==> src/rtl/one_wire_master_slot_engine_assert.svh <==
// Assertion macros for the 1-Wire slot engine.
// Needs a clock named clk and an active-low reset named arst_n in scope.
`ifndef ONE_WIRE_MASTER_SLOT_ENGINE_ASSERT_SVH
`define ONE_WIRE_MASTER_SLOT_ENGINE_ASSERT_SVH

// Property checked on every rising clock edge outside of reset.
`define OWM_ASSERT(lbl, prop, msg) \
	lbl: assert property (@(posedge clk) disable iff (!arst_n) (prop)) else $error(msg);

// Property checked on every rising clock edge, reset included.
`define OWM_ASSERT_ALWAYS(lbl, prop, msg) \
	lbl: assert property (@(posedge clk) (prop)) else $error(msg);

`endif

==> src/rtl/owm_pkg.sv <==
// Package for the 1-Wire slot engine: word types, phase and command codes,
// register indexes and reset values. No dependencies.
package owm_pkg;

	localparam int CFG_W = 12;
	localparam int TIMER_BITS_DEF = 12;
	localparam int NUM_REGS = 8;
	localparam int REG_IDX_W = 3;

	typedef enum logic [1:0] {
		KIND_TICK  = 2'd0,
		KIND_RESET = 2'd1,
		KIND_WRITE = 2'd2,
		KIND_READ  = 2'd3
	} kind_t;

	typedef enum logic [REG_IDX_W-1:0] {
		REG_RESET_LOW     = 3'd0,
		REG_PRESENCE_DLY  = 3'd1,
		REG_RECOVERY      = 3'd2,
		REG_ZERO_LOW      = 3'd3,
		REG_ONE_LOW       = 3'd4,
		REG_SLOT          = 3'd5,
		REG_READ_LOW      = 3'd6,
		REG_READ_SMP_DLY  = 3'd7
	} reg_idx_t;

	localparam logic [CFG_W-1:0] RST_RESET_LOW    = 12'd1000;
	localparam logic [CFG_W-1:0] RST_PRESENCE_DLY = 12'd100;
	localparam logic [CFG_W-1:0] RST_RECOVERY     = 12'd480;
	localparam logic [CFG_W-1:0] RST_ZERO_LOW     = 12'd63;
	localparam logic [CFG_W-1:0] RST_ONE_LOW      = 12'd2;
	localparam logic [CFG_W-1:0] RST_SLOT         = 12'd65;
	localparam logic [CFG_W-1:0] RST_READ_LOW     = 12'd2;
	localparam logic [CFG_W-1:0] RST_READ_SMP_DLY = 12'd8;

	typedef enum logic [6:0] {
		PH_IDLE        = 7'b0000001,
		PH_RST_LOW     = 7'b0000010,
		PH_RST_SAMPLE  = 7'b0000100,
		PH_RST_HIGH    = 7'b0001000,
		PH_RST_RECOVER = 7'b0010000,
		PH_WRITE       = 7'b0100000,
		PH_READ        = 7'b1000000
	} phase_t;

	typedef struct packed {
		kind_t      kind;
		logic [7:0] write_byte;
		logic       line_level;
	} item_t;

	typedef struct packed {
		logic pull_low;
		logic busy_res;
		logic finished;
		logic device_present;
		logic bit_read;
		logic refused;
	} res_t;

endpackage

==> src/rtl/one_wire_master_slot_engine.sv <==
// 1-Wire bus master slot engine, top level.
// An accepted word sits in the input register; its result goes to the result buffer.
// One word per cycle unless stalled: the state update is one compare/increment pass.
// A two-entry result buffer lets input words keep flowing while a result waits.
// Reset (arst_n low, async): phase idle, counters and flags zero, registers at defaults.
// Stall on the input rises only when the input register and both result slots are full.
module one_wire_master_slot_engine
	import owm_pkg::*;
#(
	parameter int TIMER_BITS = TIMER_BITS_DEF
) (
	input  logic                 clk,
	input  logic                 arst_n,
	input  logic                 item_valid,
	output logic                 item_stall,
	input  item_t                item,
	output logic                 res_valid,
	input  logic                 res_stall,
	output res_t                 res,
	input  logic                 wr_en,
	input  logic [REG_IDX_W-1:0] wr_index,
	input  logic [CFG_W-1:0]     wr_data
);

	// compare width covers both the timer and the register fields, plus one for e+1
	localparam int LW = (TIMER_BITS > CFG_W) ? TIMER_BITS : CFG_W;
	localparam int EW = LW + 1;
	localparam logic [LW-1:0] TMAX = LW'((64'd1 << TIMER_BITS) - 64'd1);

	// ---------------- configuration registers ----------------
	logic [CFG_W-1:0] reset_low_q, presence_dly_q, recovery_q, zero_low_q;
	logic [CFG_W-1:0] one_low_q, slot_q, read_low_q, read_smp_dly_q;

	always_ff @(posedge clk or negedge arst_n) begin
		if (!arst_n) begin
			reset_low_q    <= RST_RESET_LOW;
			presence_dly_q <= RST_PRESENCE_DLY;
			recovery_q     <= RST_RECOVERY;
			zero_low_q     <= RST_ZERO_LOW;
			one_low_q      <= RST_ONE_LOW;
			slot_q         <= RST_SLOT;
			read_low_q     <= RST_READ_LOW;
			read_smp_dly_q <= RST_READ_SMP_DLY;
		end else if (wr_en) begin
			unique case (reg_idx_t'(wr_index))
				REG_RESET_LOW:    reset_low_q    <= wr_data;
				REG_PRESENCE_DLY: presence_dly_q <= wr_data;
				REG_RECOVERY:     recovery_q     <= wr_data;
				REG_ZERO_LOW:     zero_low_q     <= wr_data;
				REG_ONE_LOW:      one_low_q      <= wr_data;
				REG_SLOT:         slot_q         <= wr_data;
				REG_READ_LOW:     read_low_q     <= wr_data;
				REG_READ_SMP_DLY: read_smp_dly_q <= wr_data;
				default: ;
			endcase
		end
	end

	// ---------------- input register ----------------
	item_t item_s1;
	logic  valid_s1;
	logic  item_acc;
	logic  adv;
	logic  pop;
	logic [1:0] cnt_q;

	assign adv        = valid_s1 && (cnt_q != 2'd2);
	assign item_stall = valid_s1 && !adv;
	assign item_acc   = item_valid && !item_stall;

	always_ff @(posedge clk or negedge arst_n) begin
		if (!arst_n) begin
			valid_s1 <= 1'b0;
		end else if (item_acc) begin
			valid_s1 <= 1'b1;
		end else if (adv) begin
			valid_s1 <= 1'b0;
		end
	end

	always_ff @(posedge clk) begin
		if (item_acc) begin
			item_s1 <= item;
		end
	end

	// ---------------- engine state ----------------
	phase_t            phase_q, phase_n;
	logic [TIMER_BITS-1:0] elapsed_q, elapsed_n;
	logic [3:0]        bits_left_q, bits_left_n;
	logic [7:0]        shift_q, shift_n;
	logic              presence_q, presence_n;
	logic              sampled_q, sampled_n;
	logic              fin, refuse, pull;

	// register length clamped to the timer range
	function automatic logic [LW-1:0] clampt(input logic [CFG_W-1:0] len);
		logic [LW-1:0] l;
		l = LW'(len);
		return (l > TMAX) ? TMAX : l;
	endfunction

	logic [EW-1:0] e_inc;
	logic [LW-1:0] slot_len;
	logic [EW-1:0] smp_at;
	logic [EW-1:0] smp_sum;
	logic          end_rst_low, end_presence, end_recover, end_slot;
	logic [CFG_W-1:0] wr_low;

	assign e_inc        = EW'(elapsed_q) + EW'(1);
	assign end_rst_low  = e_inc >= EW'(clampt(reset_low_q));
	assign end_presence = e_inc >= EW'(clampt(presence_dly_q));
	assign end_recover  = e_inc >= EW'(clampt(recovery_q));
	assign end_slot     = e_inc >= EW'(clampt(slot_q));

	// read sample point: low + delay, pulled in to the last tick of the slot
	always_comb begin
		slot_len = clampt(slot_q);
		if (slot_len == '0) begin
			slot_len = LW'(1);
		end
		smp_sum = EW'(read_low_q) + EW'(read_smp_dly_q);
		smp_at  = (smp_sum > EW'(slot_len)) ? EW'(slot_len) : smp_sum;
	end

	always_comb begin
		phase_n     = phase_q;
		elapsed_n   = elapsed_q;
		bits_left_n = bits_left_q;
		shift_n     = shift_q;
		presence_n  = presence_q;
		sampled_n   = sampled_q;
		fin         = 1'b0;
		refuse      = 1'b0;
		if (item_s1.kind != KIND_TICK) begin
			if (phase_q != PH_IDLE) begin
				refuse = 1'b1;
			end else begin
				elapsed_n = '0;
				unique case (item_s1.kind)
					KIND_RESET: phase_n = PH_RST_LOW;
					KIND_WRITE: begin
						phase_n     = PH_WRITE;
						shift_n     = item_s1.write_byte;
						bits_left_n = 4'd8;
					end
					KIND_READ:  phase_n = PH_READ;
					default: ;
				endcase
			end
		end else begin
			unique case (phase_q)
				PH_RST_LOW: begin
					if (end_rst_low) begin
						phase_n   = PH_RST_SAMPLE;
						elapsed_n = '0;
					end else begin
						elapsed_n = elapsed_q + 1'b1;
					end
				end
				PH_RST_SAMPLE: begin
					if (end_presence) begin
						presence_n = !item_s1.line_level;
						phase_n    = item_s1.line_level ? PH_RST_RECOVER : PH_RST_HIGH;
						elapsed_n  = '0;
					end else begin
						elapsed_n = elapsed_q + 1'b1;
					end
				end
				PH_RST_HIGH: begin
					// no timeout here, elapsed holds
					if (item_s1.line_level) begin
						phase_n   = PH_RST_RECOVER;
						elapsed_n = '0;
					end
				end
				PH_RST_RECOVER: begin
					if (end_recover) begin
						phase_n   = PH_IDLE;
						elapsed_n = '0;
						fin       = 1'b1;
					end else begin
						elapsed_n = elapsed_q + 1'b1;
					end
				end
				PH_WRITE: begin
					if (end_slot) begin
						shift_n     = {1'b0, shift_q[7:1]};
						bits_left_n = bits_left_q - 4'd1;
						elapsed_n   = '0;
						if (bits_left_n == 4'd0) begin
							phase_n = PH_IDLE;
							fin     = 1'b1;
						end
					end else begin
						elapsed_n = elapsed_q + 1'b1;
					end
				end
				PH_READ: begin
					if (e_inc == smp_at) begin
						sampled_n = item_s1.line_level;
					end
					if (end_slot) begin
						phase_n   = PH_IDLE;
						elapsed_n = '0;
						fin       = 1'b1;
					end else begin
						elapsed_n = elapsed_q + 1'b1;
					end
				end
				default: begin
					phase_n   = PH_IDLE;
					elapsed_n = '0;
				end
			endcase
		end
	end

	// line drive from the state after this word
	assign wr_low = shift_n[0] ? one_low_q : zero_low_q;

	always_comb begin
		pull = 1'b0;
		priority case (phase_n)
			PH_RST_LOW: pull = 1'b1;
			PH_WRITE:   pull = LW'(elapsed_n) < LW'(wr_low);
			PH_READ:    pull = LW'(elapsed_n) < LW'(read_low_q);
			default:    pull = 1'b0;
		endcase
	end

	always_ff @(posedge clk or negedge arst_n) begin
		if (!arst_n) begin
			phase_q     <= PH_IDLE;
			elapsed_q   <= '0;
			bits_left_q <= '0;
			shift_q     <= '0;
			presence_q  <= 1'b0;
			sampled_q   <= 1'b0;
		end else if (adv) begin
			phase_q     <= phase_n;
			elapsed_q   <= elapsed_n;
			bits_left_q <= bits_left_n;
			shift_q     <= shift_n;
			presence_q  <= presence_n;
			sampled_q   <= sampled_n;
		end
	end

	// ---------------- result buffer (two entries) ----------------
	res_t res_mem_q [2];
	res_t res_new;
	logic wr_ptr_q, rd_ptr_q;

	assign res_new = '{
		pull_low:       pull,
		busy_res:       phase_n != PH_IDLE,
		finished:       fin,
		device_present: presence_n,
		bit_read:       sampled_n,
		refused:        refuse
	};

	assign res_valid = cnt_q != 2'd0;
	assign res       = res_mem_q[rd_ptr_q];
	assign pop       = res_valid && !res_stall;

	always_ff @(posedge clk) begin
		if (adv) begin
			res_mem_q[wr_ptr_q] <= res_new;
		end
	end

	always_ff @(posedge clk or negedge arst_n) begin
		if (!arst_n) begin
			wr_ptr_q <= 1'b0;
			rd_ptr_q <= 1'b0;
			cnt_q    <= 2'd0;
		end else begin
			if (adv) begin
				wr_ptr_q <= !wr_ptr_q;
			end
			if (pop) begin
				rd_ptr_q <= !rd_ptr_q;
			end
			cnt_q <= cnt_q + 2'(adv) - 2'(pop);
		end
	end

	// ---------------- checks ----------------
`include "one_wire_master_slot_engine_assert.svh"

	`OWM_ASSERT(a_idle_timer_clear, (phase_q == PH_IDLE) |-> (elapsed_q == '0), "timer not clear in idle")
	`OWM_ASSERT(a_write_bits, (phase_q == PH_WRITE) |-> (bits_left_q != 4'd0 && bits_left_q <= 4'd8), "bit count out of range in write")
	`OWM_ASSERT(a_refused_busy, (res_valid && res.refused) |-> res.busy_res, "refused word reports idle")
	`OWM_ASSERT(a_finished_idle, (res_valid && res.finished) |-> (!res.busy_res && !res.pull_low), "finished word still busy or pulling")
	`OWM_ASSERT_ALWAYS(a_stall_full, item_stall |-> (cnt_q == 2'd2), "input stalled with buffer room")

endmodule

==> config.mk <==
export PLATFORM = sky130hd
export DESIGN_NAME = one_wire_master_slot_engine
export DESIGN_NICKNAME = d
export VERILOG_FILES = /design/src/rtl/owm_pkg.sv /design/src/rtl/one_wire_master_slot_engine.sv
export VERILOG_INCLUDE_DIRS = /design/src /design/src/rtl
export SDC_FILE = /design/constraint.sdc
export NUM_CORES = 1
export LEC_CHECK = 0
export ABC_AREA = 1
export BUFFER_PORTS_ARGS = -buffer_cell sky130_fd_sc_hd__clkbuf_2
export CAP_MARGIN = 5
export CORE_AREA = 4 4 176 178
export CTS_CLUSTER_SIZE = 24
export DETAILED_ROUTE_END_ITERATION = 12
export DIE_AREA = 0 0 180 182
export GPL_TIMING_DRIVEN = 0
export PLACE_DENSITY = 0.49
export SLEW_MARGIN = 20
export SYNTH_ARGS = -nofsm -noshare
export SYNTH_HDL_FRONTEND = slang
export SYNTH_SLANG_ARGS = --single-unit
==> constraint.sdc <==
create_clock -name clk -period 8.11 [get_ports clk]
set_input_delay 1.622 -clock clk [delete_from_list [all_inputs] [get_ports clk]]
set_output_delay 1.622 -clock clk [all_outputs]
set_load 0.02 [all_outputs]
; ---- Word-level counts from Yosys, hierarchy flattened
; Memories as Yosys holds them, arrays and structs flattened.
; Index checks and enable logic that the tools add are counted.
[word_totals]
reg_bits = 145
latch_bits = 0
ram_bits = 12
mem_bits_ro = 0
input_bits = 31
out_inout_bits = 8
wordCells = 149
mem_count = 1
[classes]
add_sub_neg = 6
mul = 0
div_mod_pow = 0
order_cmp = 11
n_eq_ne = 25
shift = 0
muxes = 56
n_bitwise = 0
reduce_logical = 28
[mem_list]
columns = memory, words, width, read_ports, rd_clocked_by_memory_dff, write_ports, line
row1 = res_mem_q, 2, 6, 1, 0, 1, one_wire_master_slot_engine.sv:251  ; res_t res_mem_q [2];
[ops]
columns = cell, n
row1 = two-way mux 12 bit, 13
row2 = two-way mux 7 bit, 9
row3 = one-hot mux 12 bit (5 select lines), 1
row4 = greater-or-equal comparator 13 x 12 -> 1 bit, 4
row5 = > comparator 12 bit (second input constant), 4
row6 = one-hot mux 7 bit (6 select lines), 1
row7 = two-way mux 8 bit, 5
row8 = < comparator 12 bit, 2
row9 = one-hot mux 7 bit (3 select lines), 1
row10 = two-way mux 4 bit, 5
row11 = two-way mux 1 bit, 17
row12 = AND reduction 2 bit, 8
row13 = equality test 7 x 2 -> 1 bit (second input constant), 2
row14 = equality test 7 x 6 -> 1 bit (second input constant), 2
row15 = equality test 7 bit (second input constant), 2
row16 = != test 7 x 1 -> 1 bit (second input constant), 2
row17 = adder 12 x 1 -> 13 bit (second input constant), 1
row18 = adder 12 x 12 -> 13 bit, 1
row19 = equality test 13 bit, 1
row20 = > comparator 13 x 12 -> 1 bit, 1
row21 = two-way mux 13 bit, 1
row22 = adder 12 x 1 -> 12 bit (second input constant), 1
row23 = equality test 3 bit (second input constant), 4
row24 = logical NOT 12 bit, 1
row25 = 21 further kinds, 37

; ---- Longest topological paths before layout
[logic_depth]
depth_word = 10
ltp_mapped = 34
mapped_depth_nobuf = 33

; ---- Worst setup path after synthesis
; No wires, ideal clock.
[synth_timing]
kind = register -> register
startpoint = reg elapsed_q[0]
endpoint = mem res_mem_q[0][5] (netlist name), data pin
setup_ps = 148
t_arrival_ps = 4172
required_time_ps = 7962
setup_slack_ps = 3790
path_stages_with_launch = 32
path_buffers = 1
synth_period_minus_slack_ps = 4320
path_cell_list = dfrtp_1 inv_1 nor3_2 nand3_1 nor3_2 nand4_1 xor2_1 inv_1 ha_1 inv_1 nor2_1 nand2_1 inv_1 nand2_1 nand3_2 nand2_2 nand2_1 nand3_1 nand2_1 buf_2 mux2i_1 ha_1 nand2_1 nor2_1 a211oi_1 o221a_2 nand3_1 nor2_1 nand2_1 nand2_1 nand2_1 nor2_1
[synth_via]
elab_chain_cells = 8
word_cells_on_any_way = 31
cone_classes = add/sub (2) / order compare (6) / eq/ne (3) / mux (20)
[synth_rtl]
columns = element, line
row1 = start: declaration, one_wire_master_slot_engine.sv:89  ; logic [TIMER_BITS-1:0] elapsed_q, elapsed_n;
row2 = start signal: assignment, one_wire_master_slot_engine.sv:242  ; elapsed_q <= elapsed_n;
row3 = adder 12 x 1 -> 13 bit, one_wire_master_slot_engine.sv:110  ; assign e_inc = EW'(elapsed_q) + EW'(1);
row4 = greater-or-equal comparator 13 x 12 -> 1 bit, one_wire_master_slot_engine.sv:114  ; assign end_slot = e_inc >= EW'(clampt(slot_q));
row5 = two-way mux 8 bit, one_wire_master_slot_engine.sv:187  ; if (end_slot) begin
row6 = two-way mux 8 bit, one_wire_master_slot_engine.sv:152  ; unique case (phase_q)
row7 = two-way mux 8 bit, one_wire_master_slot_engine.sv:135  ; if (item_s1.kind != KIND_TICK) begin
row8 = two-way mux 12 bit, one_wire_master_slot_engine.sv:220  ; assign wr_low = shift_n[0] ? one_low_q : zero_low_q;
row9 = < comparator 12 bit, one_wire_master_slot_engine.sv:226  ; PH_WRITE: pull = LW'(elapsed_n) < LW'(wr_low);
row10 = one-hot mux 1 bit (3 select lines) (*), one_wire_master_slot_engine.sv:224  ; priority case (phase_n)
row11 = via pull, one_wire_master_slot_engine.sv:94  ; logic fin, refuse, pull;
row12 = end: declaration, one_wire_master_slot_engine.sv:251
; The timed path passes the listed nets; every way through them passes the cells marked *. The select of a mux whose other input is x is not followed.

; ---- Final worst setup path
[layout_timing]
startpoint = reg elapsed_q[0]
endpoint = mem res_mem_q[0][5] (netlist name), data pin
[layout_via]
word_cells_on_any_way = 31
cone_classes = add/sub (2) / order compare (6) / eq/ne (3) / mux (20)
[layout_rtl]
columns = element, line
row1 = adder 12 x 1 -> 13 bit, one_wire_master_slot_engine.sv:110
row2 = "greater-or-equal comparator 13 x 12 -> 1 bit, on equally long branches", --
row3 = "two-way mux 12 bit, on equally long branches", --
row4 = one-hot mux 12 bit (5 select lines) (*), one_wire_master_slot_engine.sv:152
row5 = two-way mux 12 bit (*), one_wire_master_slot_engine.sv:135
row6 = via elapsed_n[6], one_wire_master_slot_engine.sv:89
row7 = "< comparator 12 bit, on equally long branches", "one_wire_master_slot_engine.sv:227, one_wire_master_slot_engine.sv:226"
row8 = one-hot mux 1 bit (3 select lines) (*), one_wire_master_slot_engine.sv:224
row9 = via pull, one_wire_master_slot_engine.sv:94
; Marks and branches as above.

==> impl_results.md <==
* Port Buffers at 38
* Starting density of the core at 0.3462
* Crit path max fanout at 10
* Final worst path period share at 0.7550
* Slew HR at 0.3192
* Final Wtd Congestion at 0.8583
* Hpwl dp at 23070 µm
* RSZ-0062 raised after global routing: no
* CTS clk-pin slew, worst paths at 0.08 ns
* CP peak stage delay at 0.80 ns
* Worst-Margin Slew at 1.018 ns
* VDD IR max at 144.8 µV
* Placed cell area at 10900 µm²
* First-pass GRT wire length at 48160 µm
* Type of the worst min-delay path: reg -> reg
* Number of diodes at 0
* Pleak at 5.790 nW
* Top Ports at 39
* Register Area at 4075 µm²
* Routed len/inst at 17.25 µm
* Comb power frac at 0.441
* Vias in the first global route at 8447
* Finish-stage setup viols at 0
* Clock power frac at 0.233
* Max Cap Viol at 0
* CTS tree: done
* Root Buffer: clkbuf_16
* Post-Syn Area at 10180 µm²
* Core ar. at 29400 µm²
* Sequential cell area fraction in the yosys report at 0.4004
* Crit-path slowest cell: xor2_1
* Final wirelength at 30370 µm
* Area Overhead vs Synth at 12.83%
* Hold_buf cts at 0
* Sw Ratio at 0.4376
* Multi-input logic area at 5213 µm²
* Sequential share of power at 0.326
* Initial antenna violation count at 0
* Synth Instances at 1299
* Clock tree sinks at 157
* Max Fclk at 0.1633 GHz
* EDFF count, synth at 23
* Cts bufs inserted at 17
* Fraction of layout cells with a size suffix above 1 at 0.1022
* Hold Violations, Final at 0
* Post-route cell area at 11480 µm²
* Ys flop type: dfrtp_1
* Period minus WS final at 6.123 ns
* Required time of the critical path at 8.36 ns
* Clock latency at the later pin of the worst-skew pair at 0.44 ns
* Fin nets at 1488
* Commonest non-fill, non-tap cells in the layout: nand2_1, inv_1, o21ai_0, dfrtp_1, ha_1
* Chip Width at 180 µm
* Status: finished, final reports clean
* Yosys warns at 0
* Total gr overflow at 0
* Pint at 1.944 mW
* Synth cell types at 51
* Routed Antenna Nets at 0
* Max Slew Vio Count at 0
* Iteration count of the initial detailed-routing pass at 7
* Worst setup SP type: register
* #FFs+latches synth at 157
* Crit path top cell by count: nand2_1
* Avg Cell Area, Syn at 7.836 µm²
* Psw at 1.513 mW
* # Post-CTS Setup Buffers at 0
* Row count at 63
* Vias per inst at 4.918
* Post-CTS resize count at 0
* Die Y at 182 µm
* Critical Path AT at 6.37 ns
* Clock skew at 0.01656 ns
* Vias post-DR at 8655
* Synthesized Nets at 1430
* Ys async rst share at 0.8535
* Die area at 32760 µm²
* Overall routing resource usage at 0.1886
* H-tree depth at 4
* PD cells at 300.9 nW/µm²
* Fill count at 3072
* Nature of the critical path endpoint: register
* DRC at 0
* Largest net degree at the start of global routing at 85
* WS Path Type: reg -> reg
* Max Root-Sink Buffers at 2
* TNS Setup at 0 ns
* Drt initial violations at 568
* Commonest non-fill, non-tap cell in the layout: nand2_1
==> synthesized netlist by cell type (all sizes together), types with 18 or more instances <==
master  number  area share
nand2      340        0.13
inv        204       0.075
o21ai      124       0.061
dfrtp      109        0.27
ha          99        0.12
nor2        92       0.037
nand3       60       0.031
a21oi       59       0.031
dfstp       25       0.065
clkbuf      24      0.0089
edfxtp      23       0.068
nand4       22       0.014
xor2        18       0.015
==> critical path, delay by kind of cell, from the launching register on <==
kind | cells | cell delay, ns
AND/OR/NAND/NOR | 21 | 2.07
AO/OA/AOI/OAI | 4 | 0.97
adder cells (fa/ha/maj) | 3 | 0.90
XOR/XNOR | 1 | 0.80
flip-flops | 1 | 0.71
buffers and inverters | 2 | 0.46
==> final cells by class <==
class,instances,share of cell area
buffer,29,0.01089
clock buffer,18,0.03824
clock inverter,14,0.01264
inverter,206,0.06733
multi-input combinational,907,0.4539
sequential,157,0.3548
tap,390,0.04249
timing repair buffer,39,0.01972
==> routing by layer <==
metal | up-vias | track usage | routed length [µm]
li1 | 4381 | - | -
met1 | 4081 | 0.2697 | 14850
met2 | 159 | 0.3021 | 13760
met3 | 34 | 0.02264 | 1055
met4 | 0 | 0.05425 | 699
met5 | - | 0 | 0
==> flip-flops by register name, indices dropped and copies added, names as in the netlist, 11 cells and up <==
register / count
one_low_q: 12
read_smp_dly_q: 12
read_low_q: 12
recovery_q: 12
res_mem_q: 12
zero_low_q: 12
presence_dly_q: 12
slot_q: 12
item_s1: 11
elapsed_q: 12
reset_low_q: 12
==> kinds of logic (layout without fill, tap and decap cells) <==
logic type | count (synthesis) | after routing | share of synthesized area
fa+ha+maj | 100 | 100 | 0.1237
xor+xnor | 22 | 22 | 0.01893
compound gates | 237 | 237 | 0.1319
simple gates | 537 | 537 | 0.2261
flops | 157 | 157 | 0.4004
buf+inv | 235 | 306 | 0.08826
mux | 11 | 11 | 0.01082
==> stage by stage <==
stage	setup slack, ns	hold WS, ns	power, mW	utilization	cells
3_5_place_dp	2.068	0.4727	2.672	0.3707	1728
5_1_grt	1.522	0.5015	3.775	0.3906	1760
6_report	1.987	0.4854	3.456	0.3906	1760
2_1_floorplan	3.790	0.4491	2.216	-	1299
4_1_cts	2.001	0.4908	3.489	0.3906	1760
3_3_place_gp	2.158	0.4642	2.653	0.3693	1727
==> power by group through the flow <==
stage	Sequential, mW	Clock (mW)	Combinational, mW
final	1.13	0.806	1.52
after global routing	1.15	0.859	1.77
after CTS	1.13	0.823	1.54
after detailed placement	1.14	0	1.53
after global placement	1.14	0	1.52
after floorplan	1.09	0	1.12
==> worst paths after layout <==
check | from | to | slack, ns | cells after the start
max | elapsed_q[0]$_DFFE_PN0P_ | res_mem_q[0][5]$_DFFE_PP_ | 1.99 | 31
max in group asynchronous | arst_n | recovery_q[8]$_DFFE_PN1P_ | 6.16 | 2
min reg2reg | sampled_q$_DFFE_PN0P_ | sampled_q$_DFFE_PN0P_ | 0.49 | 2
min in group asynchronous | arst_n | one_low_q[6]$_DFFE_PN0P_ | 1.14 | 1
max reg2reg | elapsed_q[0]$_DFFE_PN0P_ | res_mem_q[0][5]$_DFFE_PP_ | 1.99 | 31
min | sampled_q$_DFFE_PN0P_ | sampled_q$_DFFE_PN0P_ | 0.49 | 2
(Power assumes the default switching activity.)
